--- src/slist_pkg.sv ---
// Shared types, codes and controller/datapath interface structs for the sorted list unit.
`timescale 1ns / 1ps

package slist_pkg;

  localparam logic FUNC_INSERT = 1'b0;
  localparam logic FUNC_REMOVE = 1'b1;

  localparam logic [1:0] ST_DONE    = 2'd0;
  localparam logic [1:0] ST_FULL    = 2'd1;
  localparam logic [1:0] ST_NOMATCH = 2'd2;

  typedef struct packed {
    logic               func;
    logic signed [31:0] value;
  } in_item_t;

  typedef struct packed {
    logic [1:0]         status;
    logic [4:0]         entry_count;
    logic signed [31:0] smallest;
    logic signed [31:0] largest;
  } out_item_t;

  typedef enum logic [3:0] {
    S_IDLE,
    S_DISPATCH,
    S_INS_STEP,
    S_INS_CHK,
    S_REM_RD,
    S_REM_CHK,
    S_SHF_RD,
    S_SHF_WR,
    S_REF_LO,
    S_REF_HI,
    S_REF_CAP,
    S_DONE
  } state_t;

  typedef enum logic [2:0] {
    RD_IDX,
    RD_IDX_M1,
    RD_IDX_P1,
    RD_ZERO,
    RD_LAST
  } rd_sel_t;

  typedef enum logic [1:0] {
    IDX_HOLD,
    IDX_DEC,
    IDX_INC
  } idx_op_t;

  typedef struct packed {
    logic       load;
    logic       rd_en;
    rd_sel_t    rd_sel;
    logic       wr_en;
    logic       wr_rdata;
    idx_op_t    idx_op;
    logic       cnt_inc;
    logic       cnt_dec;
    logic       set_status;
    logic [1:0] status_code;
    logic       cap_lo;
    logic       cap_hi;
    logic       clr_minmax;
    logic       out_load;
  } cmd_t;

  typedef struct packed {
    logic func;
    logic full;
    logic cnt_zero;
    logic idx_zero;
    logic idx_eq_cnt;
    logic idx_p1_eq_cnt;
    logic rd_lt;
    logic rd_eq;
    logic out_busy;
  } stat_t;

endpackage

--- src/slist_ram.sv ---
// Generic single-write, single-read RAM with registered read data.
`timescale 1ns / 1ps

module slist_ram #(
  parameter int WIDTH = 32,
  parameter int DEPTH = 16
) (
  input  logic                                     clk,
  input  logic                                     we,
  input  logic [((DEPTH > 1) ? $clog2(DEPTH) : 1)-1:0] waddr,
  input  logic [WIDTH-1:0]                         wdata,
  input  logic                                     re,
  input  logic [((DEPTH > 1) ? $clog2(DEPTH) : 1)-1:0] raddr,
  output logic [WIDTH-1:0]                         rdata
);

  logic [WIDTH-1:0] mem [DEPTH];
  logic [WIDTH-1:0] rdata_r;

  always_ff @(posedge clk) begin
    if (we) begin
      mem[waddr] <= wdata;
    end
    if (re) begin
      rdata_r <= mem[raddr];
    end
  end

  assign rdata = rdata_r;

endmodule

--- src/slist_ctrl.sv ---
// Controller state machine that sequences insert, remove and min/max refresh steps.
`timescale 1ns / 1ps

module slist_ctrl import slist_pkg::*; (
  input  logic  clk,
  input  logic  rst_n,
  input  logic  in_valid,
  output logic  in_stall,
  input  stat_t stat,
  output cmd_t  cmd
);

  state_t state_r, state_nxt;

  always_ff @(posedge clk) begin
    if (!rst_n) begin
      state_r <= S_IDLE;
    end else begin
      state_r <= state_nxt;
    end
  end

  always_comb begin
    state_nxt = state_r;
    cmd       = '0;
    cmd.rd_sel = RD_IDX;
    cmd.idx_op = IDX_HOLD;
    in_stall  = 1'b1;
    case (state_r)
      S_IDLE: begin
        in_stall = 1'b0;
        if (in_valid) begin
          cmd.load  = 1'b1;
          state_nxt = S_DISPATCH;
        end
      end
      S_DISPATCH: begin
        if (stat.func == FUNC_REMOVE) begin
          state_nxt = S_REM_RD;
        end else if (stat.full) begin
          cmd.set_status  = 1'b1;
          cmd.status_code = ST_FULL;
          state_nxt       = S_DONE;
        end else begin
          state_nxt = S_INS_STEP;
        end
      end
      S_INS_STEP: begin
        if (stat.idx_zero) begin
          cmd.wr_en   = 1'b1;
          cmd.cnt_inc = 1'b1;
          state_nxt   = S_REF_LO;
        end else begin
          cmd.rd_en  = 1'b1;
          cmd.rd_sel = RD_IDX_M1;
          state_nxt  = S_INS_CHK;
        end
      end
      S_INS_CHK: begin
        cmd.wr_en = 1'b1;
        if (stat.rd_lt) begin
          cmd.cnt_inc = 1'b1;
          state_nxt   = S_REF_LO;
        end else begin
          // Entry below is not smaller: move it up one place and keep walking down.
          cmd.wr_rdata = 1'b1;
          cmd.idx_op   = IDX_DEC;
          state_nxt    = S_INS_STEP;
        end
      end
      S_REM_RD: begin
        if (stat.idx_eq_cnt) begin
          cmd.set_status  = 1'b1;
          cmd.status_code = ST_NOMATCH;
          state_nxt       = S_DONE;
        end else begin
          cmd.rd_en  = 1'b1;
          cmd.rd_sel = RD_IDX;
          state_nxt  = S_REM_CHK;
        end
      end
      S_REM_CHK: begin
        if (stat.rd_eq) begin
          state_nxt = S_SHF_RD;
        end else begin
          cmd.idx_op = IDX_INC;
          state_nxt  = S_REM_RD;
        end
      end
      S_SHF_RD: begin
        if (stat.idx_p1_eq_cnt) begin
          cmd.cnt_dec = 1'b1;
          state_nxt   = S_REF_LO;
        end else begin
          cmd.rd_en  = 1'b1;
          cmd.rd_sel = RD_IDX_P1;
          state_nxt  = S_SHF_WR;
        end
      end
      S_SHF_WR: begin
        cmd.wr_en    = 1'b1;
        cmd.wr_rdata = 1'b1;
        cmd.idx_op   = IDX_INC;
        state_nxt    = S_SHF_RD;
      end
      S_REF_LO: begin
        if (stat.cnt_zero) begin
          cmd.clr_minmax = 1'b1;
          state_nxt      = S_DONE;
        end else begin
          cmd.rd_en  = 1'b1;
          cmd.rd_sel = RD_ZERO;
          state_nxt  = S_REF_HI;
        end
      end
      S_REF_HI: begin
        cmd.cap_lo = 1'b1;
        cmd.rd_en  = 1'b1;
        cmd.rd_sel = RD_LAST;
        state_nxt  = S_REF_CAP;
      end
      S_REF_CAP: begin
        cmd.cap_hi = 1'b1;
        state_nxt  = S_DONE;
      end
      S_DONE: begin
        if (!stat.out_busy) begin
          cmd.out_load = 1'b1;
          state_nxt    = S_IDLE;
        end
      end
      default: begin
        state_nxt = S_IDLE;
      end
    endcase
  end

`ifndef NO_ASSERTIONS
  a_accept_then_busy: assert property (@(posedge clk) disable iff (!rst_n)
    (in_valid && !in_stall) |=> in_stall)
    else $error("input taken while previous item still in work");
  a_done_leaves: assert property (@(posedge clk) disable iff (!rst_n)
    (state_r == S_DONE && !stat.out_busy) |=> (state_r == S_IDLE))
    else $error("result not handed to output register");
`endif

endmodule

--- src/slist_dpath.sv ---
// Datapath: entry RAM, walk index, count, min/max and output register.
`timescale 1ns / 1ps

module slist_dpath import slist_pkg::*; #(
  parameter int CAPACITY = 16
) (
  input  logic      clk,
  input  logic      rst_n,
  input  in_item_t  in_data,
  output out_item_t out_data,
  output logic      out_valid,
  input  logic      out_stall,
  input  cmd_t      cmd,
  output stat_t     stat
);

  localparam int AW = (CAPACITY > 1) ? $clog2(CAPACITY) : 1;
  localparam int CW = $clog2(CAPACITY + 1);

  logic               func_r;
  logic signed [31:0] v_r;
  logic [CW-1:0]      idx_r, idx_nxt;
  logic [CW-1:0]      cnt_r, cnt_nxt;
  logic [1:0]         status_r;
  logic signed [31:0] lo_r, hi_r;
  logic               out_valid_r;
  out_item_t          out_data_r;

  logic [CW-1:0]      idx_m1, idx_p1, cnt_m1;
  logic [AW-1:0]      raddr;
  logic [31:0]        rdata;
  logic [31:0]        wdata;
  logic [CW+4:0]      cnt_ext;

  assign idx_m1 = idx_r - CW'(1);
  assign idx_p1 = idx_r + CW'(1);
  assign cnt_m1 = cnt_r - CW'(1);

  always_comb begin
    case (cmd.rd_sel)
      RD_IDX:    raddr = idx_r[AW-1:0];
      RD_IDX_M1: raddr = idx_m1[AW-1:0];
      RD_IDX_P1: raddr = idx_p1[AW-1:0];
      RD_ZERO:   raddr = '0;
      RD_LAST:   raddr = cnt_m1[AW-1:0];
      default:   raddr = '0;
    endcase
  end

  assign wdata = cmd.wr_rdata ? rdata : v_r;

  slist_ram #(
    .WIDTH (32),
    .DEPTH (CAPACITY)
  ) u_ram (
    .clk   (clk),
    .we    (cmd.wr_en),
    .waddr (idx_r[AW-1:0]),
    .wdata (wdata),
    .re    (cmd.rd_en),
    .raddr (raddr),
    .rdata (rdata)
  );

  always_comb begin
    idx_nxt = idx_r;
    if (cmd.load) begin
      idx_nxt = (in_data.func == FUNC_REMOVE) ? '0 : cnt_r;
    end else begin
      case (cmd.idx_op)
        IDX_DEC: idx_nxt = idx_m1;
        IDX_INC: idx_nxt = idx_p1;
        default: idx_nxt = idx_r;
      endcase
    end
  end

  always_comb begin
    cnt_nxt = cnt_r;
    if (cmd.cnt_inc) begin
      cnt_nxt = cnt_r + CW'(1);
    end else if (cmd.cnt_dec) begin
      cnt_nxt = cnt_m1;
    end
  end

  always_ff @(posedge clk) begin
    if (!rst_n) begin
      idx_r       <= '0;
      cnt_r       <= '0;
      out_valid_r <= 1'b0;
    end else begin
      idx_r <= idx_nxt;
      cnt_r <= cnt_nxt;
      if (cmd.out_load) begin
        out_valid_r <= 1'b1;
      end else if (!out_stall) begin
        out_valid_r <= 1'b0;
      end
    end
  end

  assign cnt_ext = {5'd0, cnt_r};

  always_ff @(posedge clk) begin
    if (cmd.load) begin
      func_r   <= in_data.func;
      v_r      <= in_data.value;
      status_r <= ST_DONE;
    end else if (cmd.set_status) begin
      status_r <= cmd.status_code;
    end
    if (!rst_n) begin
      lo_r <= '0;
      hi_r <= '0;
    end else if (cmd.clr_minmax) begin
      lo_r <= '0;
      hi_r <= '0;
    end else begin
      if (cmd.cap_lo) lo_r <= $signed(rdata);
      if (cmd.cap_hi) hi_r <= $signed(rdata);
    end
    if (cmd.out_load) begin
      out_data_r.status      <= status_r;
      out_data_r.entry_count <= cnt_ext[4:0];
      out_data_r.smallest    <= lo_r;
      out_data_r.largest     <= hi_r;
    end
  end

  assign out_valid = out_valid_r;
  assign out_data  = out_data_r;

  assign stat.func          = func_r;
  assign stat.full          = (cnt_r == CW'(CAPACITY));
  assign stat.cnt_zero      = (cnt_r == '0);
  assign stat.idx_zero      = (idx_r == '0);
  assign stat.idx_eq_cnt    = (idx_r == cnt_r);
  assign stat.idx_p1_eq_cnt = (idx_p1 == cnt_r);
  assign stat.rd_lt         = ($signed(rdata) < v_r);
  assign stat.rd_eq         = ($signed(rdata) == v_r);
  assign stat.out_busy      = out_valid_r && out_stall;

`ifndef NO_ASSERTIONS
  a_cnt_bound: assert property (@(posedge clk) disable iff (!rst_n)
    cnt_r <= CW'(CAPACITY))
    else $error("entry count above capacity");
  a_idx_bound: assert property (@(posedge clk) disable iff (!rst_n)
    idx_r <= cnt_r)
    else $error("walk index beyond held entries");
  a_no_overwrite: assert property (@(posedge clk) disable iff (!rst_n)
    cmd.out_load |-> !(out_valid_r && out_stall))
    else $error("pending result overwritten");
  a_out_hold: assert property (@(posedge clk) disable iff (!rst_n)
    (out_valid_r && out_stall) |=> (out_valid_r && $stable(out_data_r)))
    else $error("stalled result changed");
`endif

endmodule

--- src/sorted_list_insert_remove_unit.sv ---
// Top level of the sorted list unit: a bounded ascending multiset of signed words.
`timescale 1ns / 1ps

// The unit keeps up to CAPACITY signed 32-bit values in ascending order in a RAM.
// Input channel (in_valid, in_stall, in_data): a transfer carries func and value.
// func selects insert (placed before the first entry that is not smaller) or remove
// (deletes one equal entry). Every input transfer yields exactly one result on the
// output channel (out_valid, out_stall, out_data): a status code, the number of
// held entries and the smallest and largest entries (zero when the store is empty).
// An insert into a full store is dropped with status full; a remove that finds no
// equal entry leaves the store alone and reports no match.
// The RAM has one read port and one write port. An insert walks down from the top,
// reading each entry below and writing it up one place until a smaller one is met,
// then writes the value; a remove compares entries from the bottom up to the match,
// then shifts each entry above it down by a read and a write.
// A change ends with a min/max reread of both end entries; a dropped insert or a
// failed remove skips it. The unit takes one item at a time: in_stall is low only
// while it waits for work. A finished result sits in an output register, so a new
// item is taken while the receiver stalls; only the next result waits for room.
// Reset (rst_n low, synchronous) empties the store, zeroes the min/max and clears
// the output valid; no clearing pass is needed because only entries below the
// count are ever read.

module sorted_list_insert_remove_unit import slist_pkg::*; #(
  parameter int CAPACITY = 16
) (
  input  logic      clk,
  input  logic      rst_n,
  input  logic      in_valid,
  output logic      in_stall,
  input  in_item_t  in_data,
  output logic      out_valid,
  input  logic      out_stall,
  output out_item_t out_data
);

  // Command and status buses between the sequencer and the datapath.
  cmd_t  cmd;
  stat_t stat;

  // The controller owns the input handshake and decides every RAM access.
  slist_ctrl u_ctrl (
    .clk      (clk),
    .rst_n    (rst_n),
    .in_valid (in_valid),
    .in_stall (in_stall),
    .stat     (stat),
    .cmd      (cmd)
  );

  // The datapath holds the entries, the count, the min/max and the result register.
  slist_dpath #(
    .CAPACITY (CAPACITY)
  ) u_dpath (
    .clk       (clk),
    .rst_n     (rst_n),
    .in_data   (in_data),
    .out_data  (out_data),
    .out_valid (out_valid),
    .out_stall (out_stall),
    .cmd       (cmd),
    .stat      (stat)
  );

endmodule
--- config.mk ---
export PLATFORM = sky130hd
export DESIGN_NAME = sorted_list_insert_remove_unit
export DESIGN_NICKNAME = d
export VERILOG_FILES = /design/src/slist_pkg.sv /design/src/slist_ram.sv /design/src/slist_ctrl.sv /design/src/slist_dpath.sv /design/src/sorted_list_insert_remove_unit.sv
export SDC_FILE = /design/constraint.sdc
export NUM_CORES = 1
export LEC_CHECK = 0
export ABC_AREA = 1
export BUFFER_PORTS_ARGS = -buffer_cell sky130_fd_sc_hd__buf_2
export CAP_MARGIN = 25
export CORE_AREA = 2 2 184 322
export CTS_CLUSTER_DIAMETER = 80
export CTS_CLUSTER_SIZE = 20
export DETAILED_ROUTE_END_ITERATION = 8
export DIE_AREA = 0 0 186 324
export GPL_ROUTABILITY_DRIVEN = 0
export HOLD_SLACK_MARGIN = 0.12
export PLACE_DENSITY = 0.75
export SLEW_MARGIN = 40
export SYNTH_ARGS = -nofsm -noshare
export SYNTH_HDL_FRONTEND = slang
export SYNTH_SLANG_ARGS = --single-unit
--- constraint.sdc ---
create_clock -name clk -period 4 [get_ports clk]
set_input_delay 0.8 -clock clk [delete_from_list [all_inputs] [get_ports clk]]
set_output_delay 0.8 -clock clk [all_outputs]
set_load 0.02 [all_outputs]
## After elaboration in Yosys (flattened, before gate mapping)

Memories as Yosys holds them, arrays and structs flattened. A register that Yosys moved wholly into a read port is not among the register bits.
Index checks and enable logic that the tools add are counted.

| storage, ports and cells | value |
|---|---|
| bits in registers | 185 |
| memory bits (writable) | 512 |
| bits of input ports | 37 |
| output and inout bits | 73 |
| word-level logic and storage cells | 103 |
| memories | 1 |

| cells by class | value |
|---|---|
| $add $sub $neg | 4 |
| magnitude comparators | 1 |
| eq/ne operators | 23 |
| muxes and demuxes | 50 |
| bitwise gates (word level) | 1 |
| reductions and logical operators | 10 |

Memories:

| name | depth | bits a word | rd ports | clocked after Yosys merged registers in | write ports | line | RTL |
|---|---|---|---|---|---|---|---|
| u_dpath.u_ram.mem | 16 | 32 | 1 | 1 | 1 | slist_ram.sv:17 | `logic [WIDTH-1:0] mem [DEPTH];` |

Operator list:

| cell | count |
|---|---|
| $mux 4 | 12 |
| $pmux 4 s12 | 1 |
| $eq 32x32->1 | 1 |
| $lt 32x32->1 | 1 |
| $mux 32 | 1 |
| $mux 5 | 4 |
| $pmux 4 s5 | 1 |
| $mux 1 | 17 |
| $eq 4x3->1 const B | 4 |
| $eq 4x4->1 const B | 4 |
| $pmux 4 s4 | 1 |
| $mux 3 | 4 |
| $add 5x1->5 const B | 2 |
| $eq 5x5->1 | 2 |
| $logic_not 5->1 | 2 |
| $pmux 5 s2 | 1 |
| $sub 5x1->5 const B | 2 |
| $eq 4x2->1 const B | 2 |
| $mux 2 | 3 |
| $pmux 1 s2 | 3 |
| $pmux 2 s3 | 1 |
| $pmux 3 s2 | 1 |
| $eq 5x5->1 const B | 1 |
| $eq 4x1->1 const B | 1 |
| 15 further kinds | 17 |

## Depth between registers and ports, before layout

Gate-level depths: netlist of run 1.

| depth | value |
|---|---|
| depth in word-level cells | 6 |
| gate-level depth with buffers | 19 |
| gate-level depth less buffers | 19 |

## Cells and area by module

A second synthesis of run 1 with hierarchy kept.

| second synthesis, totals | value |
|---|---|
| cells, all modules | 2988 |
| area total of the unflattened synthesis | 31450.2 um2 |

By module, submodules not included:

| module | times used | cells an instance | area an instance (um2) | sequential area each (um2) |
|---|---|---|---|---|
| slist_ram | 1 | 2120 | 23050.9 | 16335.7 |
| slist_dpath | 1 | 773 | 7913.8 | 4664.5 |
| slist_ctrl | 1 | 95 | 485.5 | 80.1 |

## Worst setup path after synthesis of run 1

OpenSTA, ideal clock, no wires.

| path | value |
|---|---|
| path type | input -> register |
| from | input out_stall |
| to | register u_dpath.out_data_r (netlist bit u_dpath.out_data[0]), enable pin |
| setup time | 0.501 ns |
| arrival time | 3.879 ns |
| data required time | 3.499 ns |
| setup slack | -0.380 ns |
| stages on the path | 3 |
| path buffers | 0 |
| cells stage by stage | nand2_1 > inv_1 > nor2_1 |

RTL lines:

| item | line | RTL |
|---|---|---|
| start: declaration | sorted_list_insert_remove_unit.sv:33 | `input logic out_stall,` |
| end: declaration | slist_dpath.sv:27 | `out_item_t out_data_r;` |

## Final worst setup path of run 1

| path | value |
|---|---|
| from | register u_dpath.idx_r[1] |
| to | register u_dpath.u_ram.rdata_r[18] (netlist: u_dpath.u_ram.rdata[18]) (read register of u_dpath.u_ram.mem), data pin |

| between the ends | value |
|---|---|
| word-level cells in the longest chain between the ends | 6 |
| elaborated cells between the ends (all ways) | 14 |
| classes of those cells | 2 x add/sub; 5 x eq/ne; 5 x mux; 2 x reduce/logical |

RTL lines:

| item | line | RTL |
|---|---|---|
| start: declaration | slist_dpath.sv:22 | `logic [CW-1:0] idx_r, idx_nxt;` |
| start signal: assignment | slist_dpath.sv:93 | `idx_r <= idx_nxt;` |
| $add 5x1->5 | slist_dpath.sv:36 | `assign idx_p1 = idx_r + CW'(1);` |
| $eq 5x5->1 | slist_dpath.sv:139 | `assign stat.idx_p1_eq_cnt = (idx_p1 == cnt_r);` |
| $mux 4 | slist_ctrl.sv:91 | `if (stat.idx_p1_eq_cnt) begin` |
| $pmux 4 s5 | slist_ctrl.sv:29 | `case (state_r)` |
| $eq 3x3->1 (tied with other cells) | slist_dpath.sv:40 | `case (cmd.rd_sel)` |
| $pmux 4 s4 | slist_dpath.sv:40 |  |
| end: declaration | slist_ram.sv:18 | `logic [WIDTH-1:0] rdata_r;` |

Parallel ways exist; a longest one is shown, timed or not.
A chain may end at the register's enable or synchronous reset.

==> flow_summary.json, run 1 <==
{
  "grt_pass1_wl_um": 124800,
  "synth_nets": 3168,
  "p_sw_frac": 0.4122,
  "multi_input_area_um2": 8109,
  "cts_setup_buffers": 0,
  "syn_to_final_growth_pct": 9.447,
  "drt_first_pass_iters": 6,
  "finalCritPeriodShare": 0.9175,
  "power_density_nw_per_um2": 729.3,
  "worstSetupStartpointType": "flop",
  "via_count": 23280,
  "clk_pin_slew_ps": 100,
  "rsz0062_at_grt": "no",
  "max-vdd-ir-drop_mv": 0.7695,
  "maxCapViolCount": 0,
  "final_common_cell": "edfxtp_1",
  "numCtsBuffers": 42,
  "ys_seq_area_frac": 0.6574,
  "wire_per_inst_um": 20.89,
  "htree_levels": 2,
  "layout.nets": 3224,
  "maxSlewHeadroom": 0.4386,
  "min_path_type": "in2reg",
  "tns_ps": 0,
  "endpoint_kind": "flop",
  "yosysWarnings": 0,
  "p_leak_nw": 14.13,
  "fillCellCount": 4420,
  "antenna_found_initial": 1,
  "cts_root_buf": "clkbuf_16",
  "fmax_mhz": 272.5,
  "placement.io_buffers": 109,
  "syn_area_um2": 32070,
  "internal-power_mw": 15.05,
  "cts_hold_buf": 0,
  "final_cell_mix": "edfxtp_1, inv_1, nand2_1",
  "ios": 110,
  "cts_tree": "built",
  "ant_nets": 0,
  "num_rows": 117,
  "drive_gt1_frac": 0.09232,
  "ys_seq_elements": 729,
  "grt_max_degree": 135,
  "layout.cells.non_filler": 3936,
  "die_y_um": 324,
  "skew_ps": 24.67,
  "start_util": 0.5545,
  "insertedDiodeCount": 0,
  "pwr-share-clk": 0.168,
  "synth_cell_type_count": 38,
  "critPathArrivalTime_ps": 4020,
  "crit_fanout": 134,
  "syn-mean-instance-area_um2": 10.37,
  "status": "finished, final reports clean",
  "grt_pass1_vias": 22850,
  "dpl.hpwl_um": 47860,
  "path_class": "reg2reg",
  "dieArea_um2": 60260,
  "dp_cells": 3876,
  "viasPerCell": 5.914,
  "clk_path_buf_depth": 3,
  "drt_iter0_drc": 2515,
  "period_needed_ps": 3670,
  "wl_um": 82220,
  "synth_cells": 3091,
  "ff_latch_area_um2": 21080,
  "grt.overflow.total": 0,
  "grt_util_all_layers": 0.2716,
  "clock_latency_ps": 590,
  "comb_power_share": 0.444,
  "hold_viol": 0,
  "final-setup-viol-count": 0,
  "cts_sinks": 729,
  "ctsResizeCount": 0,
  "finalMaxSlewViolations": 0,
  "core_region_area_um2": 57820,
  "p_switching_mw": 10.55,
  "p_seq_frac": 0.388,
  "remaining_drc_errors": 0,
  "crit_required_ps": 4350,
  "die_w_um": 186,
  "tightest_slew_ps": 840.9
}
==> sequential cells by signal, indices dropped and copies added (netlist names) <==
name and cells:
u_dpath.idx_r 5, u_dpath.status_r 2, u_dpath.u_ram.mem 512, u_dpath.out_data 71
u_dpath.out_valid 1, u_dpath.hi_r 32, u_dpath.u_ram.rdata 32, u_dpath.cnt_r 5
u_dpath.func_r 1, u_ctrl.state_r 4, u_dpath.v_r 32, u_dpath.lo_r 32
==> final timing paths <==
kind / from / to / slack [ps] / cells after the start
worst max-delay path: u_dpath.idx_r[1] / u_dpath.u_ram.rdata[18] / 330 / 17
worst min-delay path: in_data[5] / u_dpath.v_r[5] / 380 / 1
worst max register to register: u_dpath.idx_r[1] / u_dpath.u_ram.rdata[18] / 330 / 17
worst min register to register: u_dpath.hi_r[10] / u_dpath.out_data[10] / 430 / 0
==> logic make-up (layout without fill, tap and decap cells) <==
logic type	after synthesis	after routing	synth area share
XOR/XNOR	12	12	0.003278
adder cells (fa/ha/maj)	40	40	0.01561
AO/OA/AOI/OAI	157	157	0.02544
AND/OR/NAND/NOR	1366	1366	0.2019
buffers and inverters	787	859	0.09642
flip-flops	729	729	0.6574
==> synth_stat cells <==
cell type / instances / area (um^2)
xor2_1: 8 / 70.07
o221ai_1: 1 / 8.760
dfxtp_1: 81 / 1622
or2_0: 1 / 6.260
edfxtp_1: 648 / 19460
nor2_1: 55 / 206.5
nand3b_1: 1 / 7.510
a211oi_2: 1 / 12.51
buf_1: 11 / 41.29
or2_2: 1 / 6.260
xnor2_1: 4 / 35.03
nand3_2: 3 / 30.03
ha_1: 40 / 500.5
nand2_2: 3 / 18.77
buf_2: 92 / 460.4
o211ai_1: 4 / 30.03
clkbuf_1: 79 / 296.5
o22ai_1: 3 / 18.77
nor3b_2: 1 / 12.51
nand2_4: 1 / 11.26
o21a_1: 1 / 7.510
nor2_4: 2 / 22.52
clkinv_1: 1 / 3.750
o21ai_0: 50 / 250.2
nand4_2: 1 / 12.51
inv_1: 592 / 2222
o31ai_1: 1 / 7.510
nand3_1: 470 / 2352
nand2_1: 552 / 2072
buf_4: 4 / 30.03
nor2_2: 1 / 6.260
nand4_1: 264 / 1652
inv_2: 7 / 26.28
a21oi_1: 96 / 480.5
nor3_1: 8 / 40.04
nor3_2: 1 / 10.01
nor4_1: 1 / 6.260
buf_6: 1 / 11.26
==> layout make-up <==
| cell class | instances | area share |
|---|---|---|
| Clock buffer | 58 | 0.03227 |
| Inverter | 600 | 0.06417 |
| Clock inverter | 2 | 0.0007130 |
| Sequential cell | 729 | 0.6007 |
| Multi-Input combinational cell | 1575 | 0.2311 |
| Timing Repair Buffer | 199 | 0.04357 |
| Tap cell | 773 | 0.02756 |
==> per-layer routing <==
layer / up-vias / GRT usage / share of wire
li1: 10530 / - / -
met1: 11030 / 0.3209 / 0.35
met2: 1399 / 0.4701 / 0.50
met3: 322 / 0.03593 / 0.095
met4: 0 / 0.1620 / 0.058
met5: - / 0 / 0
==> power groups by stage <==
stage / clock [mW] / sequential, mW / combinational [mW]
3_5_place_dp: 0 / 10.1 / 11.1
3_3_place_gp: 0 / 10.1 / 10.7
5_1_grt: 4.58 / 9.98 / 12.4
6_report: 4.29 / 9.94 / 11.4
4_1_cts: 4.34 / 9.92 / 11.2
2_1_floorplan: 0 / 9.94 / 7.63
==> metrics by stage <==
step | area [um^2] | utilization | power, mW | setup slack [ps] | hold WS, ps
after detailed placement | 33930 | 0.5868 | 21.18 | 332.4 | 415.1
after global routing | 35090 | 0.6069 | 26.96 | 125.0 | 370.1
final | 35090 | 0.6069 | 25.60 | 329.9 | 378.8
after CTS | 35090 | 0.6068 | 25.44 | 265.5 | 358.9
after global placement | 33930 | 0.5867 | 20.82 | 485.3 | 414.2
after floorplan | 32070 | - | 17.57 | 688.3 | 402.9
==> critical path, cell delays in order (launching register included) <==
cell     delay (ps)
dfxtp_1         490
inv_1           160
ha_1            410
inv_1            60
nand2_1          60
nand2_1          50
nand2_1          60
nor2_1           60
nand3_2          90
nand2_4         100
nand4_4         120
buf_4           440
buf_12          460
nand4_1         180
nand3_1         150
nand3_1          80
nand3_1         150
nand2_1          70
No activity file was read; power rests on OpenSTA's default activity.
==> inputs of run 2 (changes only) <==
CORE_AREA = 2 2 243 245   (was 2 2 184 322)
DIE_AREA = 0 0 245 247   (was 0 0 186 324)
SLEW_MARGIN = 20   (was 40)
==> flow_summary.json, run 2 (synthesis gave the netlist of run 1 again) <==
{
  "max-vdd-ir-drop_mv": 0.7118,
  "drt_iter0_drc": 2953,
  "final_cell_mix": "edfxtp_1, inv_1, nand2_1",
  "dpl.hpwl_um": 46180,
  "p_leak_nw": 14.06,
  "total_power_mw": 25.43,
  "cts_hold_buf": 0,
  "crit_required_ps": 4300,
  "crit_fanout": 154,
  "grt_pass1_wl_um": 123200,
  "clk_pin_slew_ps": 90,
  "die_w_um": 245,
  "antenna_found_initial": 0,
  "start_util": 0.5506,
  "cts_setup_buffers": 0,
  "cts_sinks": 729,
  "min_path_type": "in2reg",
  "crit_top_cell": "nand2_1",
  "crit_chain": "inv_2 -> ha_1 -> inv_1 -> nand2_1 -> nand2_1 -> nand2_1 -> nor2_1 -> nand3_2 -> nand2_4 -> nand2_2 -> nand2_8 -> buf_12 -> nand4_1 -> nand3_1 -> nand3_1 -> nand3_1 -> nand2_1",
  "tns_ps": 0,
  "status": "finished, final reports clean",
  "grt_util_all_layers": 0.2646,
  "worstSetupStartpointType": "flop",
  "finalMaxSlewViolations": 0,
  "numCtsBuffers": 42,
  "cts_tree": "built",
  "syn_to_final_growth_pct": 8.826,
  "cts_root_buf": "clkbuf_16",
  "slowest_delay_ps": 540,
  "ff_latch_area_um2": 21080,
  "core_region_area_um2": 58240,
  "largest_reg_flops": 512,
  "grt_max_degree": 181,
  "endpoint_kind": "flop",
  "wire_per_inst_um": 20.55,
  "dieArea_um2": 60520,
  "clk_path_buf_depth": 3,
  "htree_levels": 2,
  "slowest_stage": "dfxtp_1",
  "tightest_slew_ps": 1103,
  "power_density_nw_per_um2": 728.8,
  "insertedDiodeCount": 0,
  "dp_cells": 3870,
  "num_rows": 89,
  "wl_um": 80760,
  "rsz0062_at_grt": "no",
  "finalCritPeriodShare": 0.9169,
  "drt_first_pass_iters": 7,
  "critPathArrivalTime_ps": 3960,
  "crit_family": "simple AND/OR/NAND/NOR gates",
  "ios": 110,
  "viasPerCell": 5.830,
  "fillCellCount": 4494,
  "ctsResizeCount": 0,
  "remaining_drc_errors": 0,
  "hold_viol": 0,
  "ant_nets": 0,
  "path_buf_inv": 3,
  "layout.cells.non_filler": 3929,
  "via_count": 22910,
  "dpl_cell_area_um2": 33750,
  "multi_input_area_um2": 8109,
  "layout.nets": 3218,
  "fmax_mhz": 272.7,
  "skew_ps": 22.11,
  "die_y_um": 247,
  "grt_pass1_vias": 22090,
  "grt.overflow.total": 0,
  "dp_slack_ps": 403.5,
  "maxSlewHeadroom": 0.2646,
  "path_class": "reg2reg",
  "period_needed_ps": 3667,
  "final-setup-viol-count": 0,
  "maxCapViolCount": 0,
  "clock_latency_ps": 610,
  "fin_ws_ps": 332.5,
  "final_common_cell": "edfxtp_1",
  "placement.io_buffers": 109,
  "final_area_um2": 34900,
  "regMostFlops": "u_dpath.u_ram.mem",
  "drive_gt1_frac": 0.09030
}
==> run 2: cell count changes in the layout (fill, tap and decap cells not counted), sizes merged <==
| cell | delta |
|---|---|
| clkinvlp | +1 |
| clkinv | +1 |
| inv | -1 |
| clkbuf | -2 |
| buf | -6 |
==> run 2: final timing paths <==
path | depth (start not counted) | slack [ps] | to | start
setup / recovery | 17 | 330 | u_dpath.u_ram.rdata[30] | u_dpath.idx_r[0]
hold / removal | 1 | 370 | u_dpath.v_r[18] | in_data[18]
setup reg to reg | 17 | 330 | u_dpath.u_ram.rdata[30] | u_dpath.idx_r[0]
hold reg to reg | 0 | 430 | u_dpath.out_data[62] | u_dpath.lo_r[30]
==> run 2: cell type report <==
| class | instances | area share |
|---|---|---|
| clock buffer | 56 | 0.03162 |
| clock inverter | 3 | 0.0009322 |
| inverter | 600 | 0.06454 |
| multi-input combinational | 1575 | 0.2324 |
| sequential | 729 | 0.6041 |
| tap | 773 | 0.02772 |
| timing repair buffer | 193 | 0.03872 |
==> run 2: through the flow <==
stage                     hold WS, ps  utilization
after floorplan                 402.9            -
after global placement          415.1       0.5796
after detailed placement        413.6       0.5796
after CTS                       345.8       0.5991
after global routing            349.8       0.5992
final                           366.9       0.5992
==> run 2: power breakdown <==
| part | internal (mW) | total, mW | switching, mW |
|---|---|---|---|
| Clock | 1.94 | 4.29 | 2.36 |
| Combinational | 3.40 | 11.2 | 7.75 |
| Sequential | 9.52 | 9.99 | 0.467 |
==> run 2: per-layer routing <==
layer | vias to the layer above | track usage | part of all wire
li1 | 10520 | - | -
met1 | 10820 | 0.3481 | 0.38
met2 | 1336 | 0.4400 | 0.48
met3 | 231 | 0.04168 | 0.098
met4 | 0 | 0.1101 | 0.040
met5 | - | 0 | 0
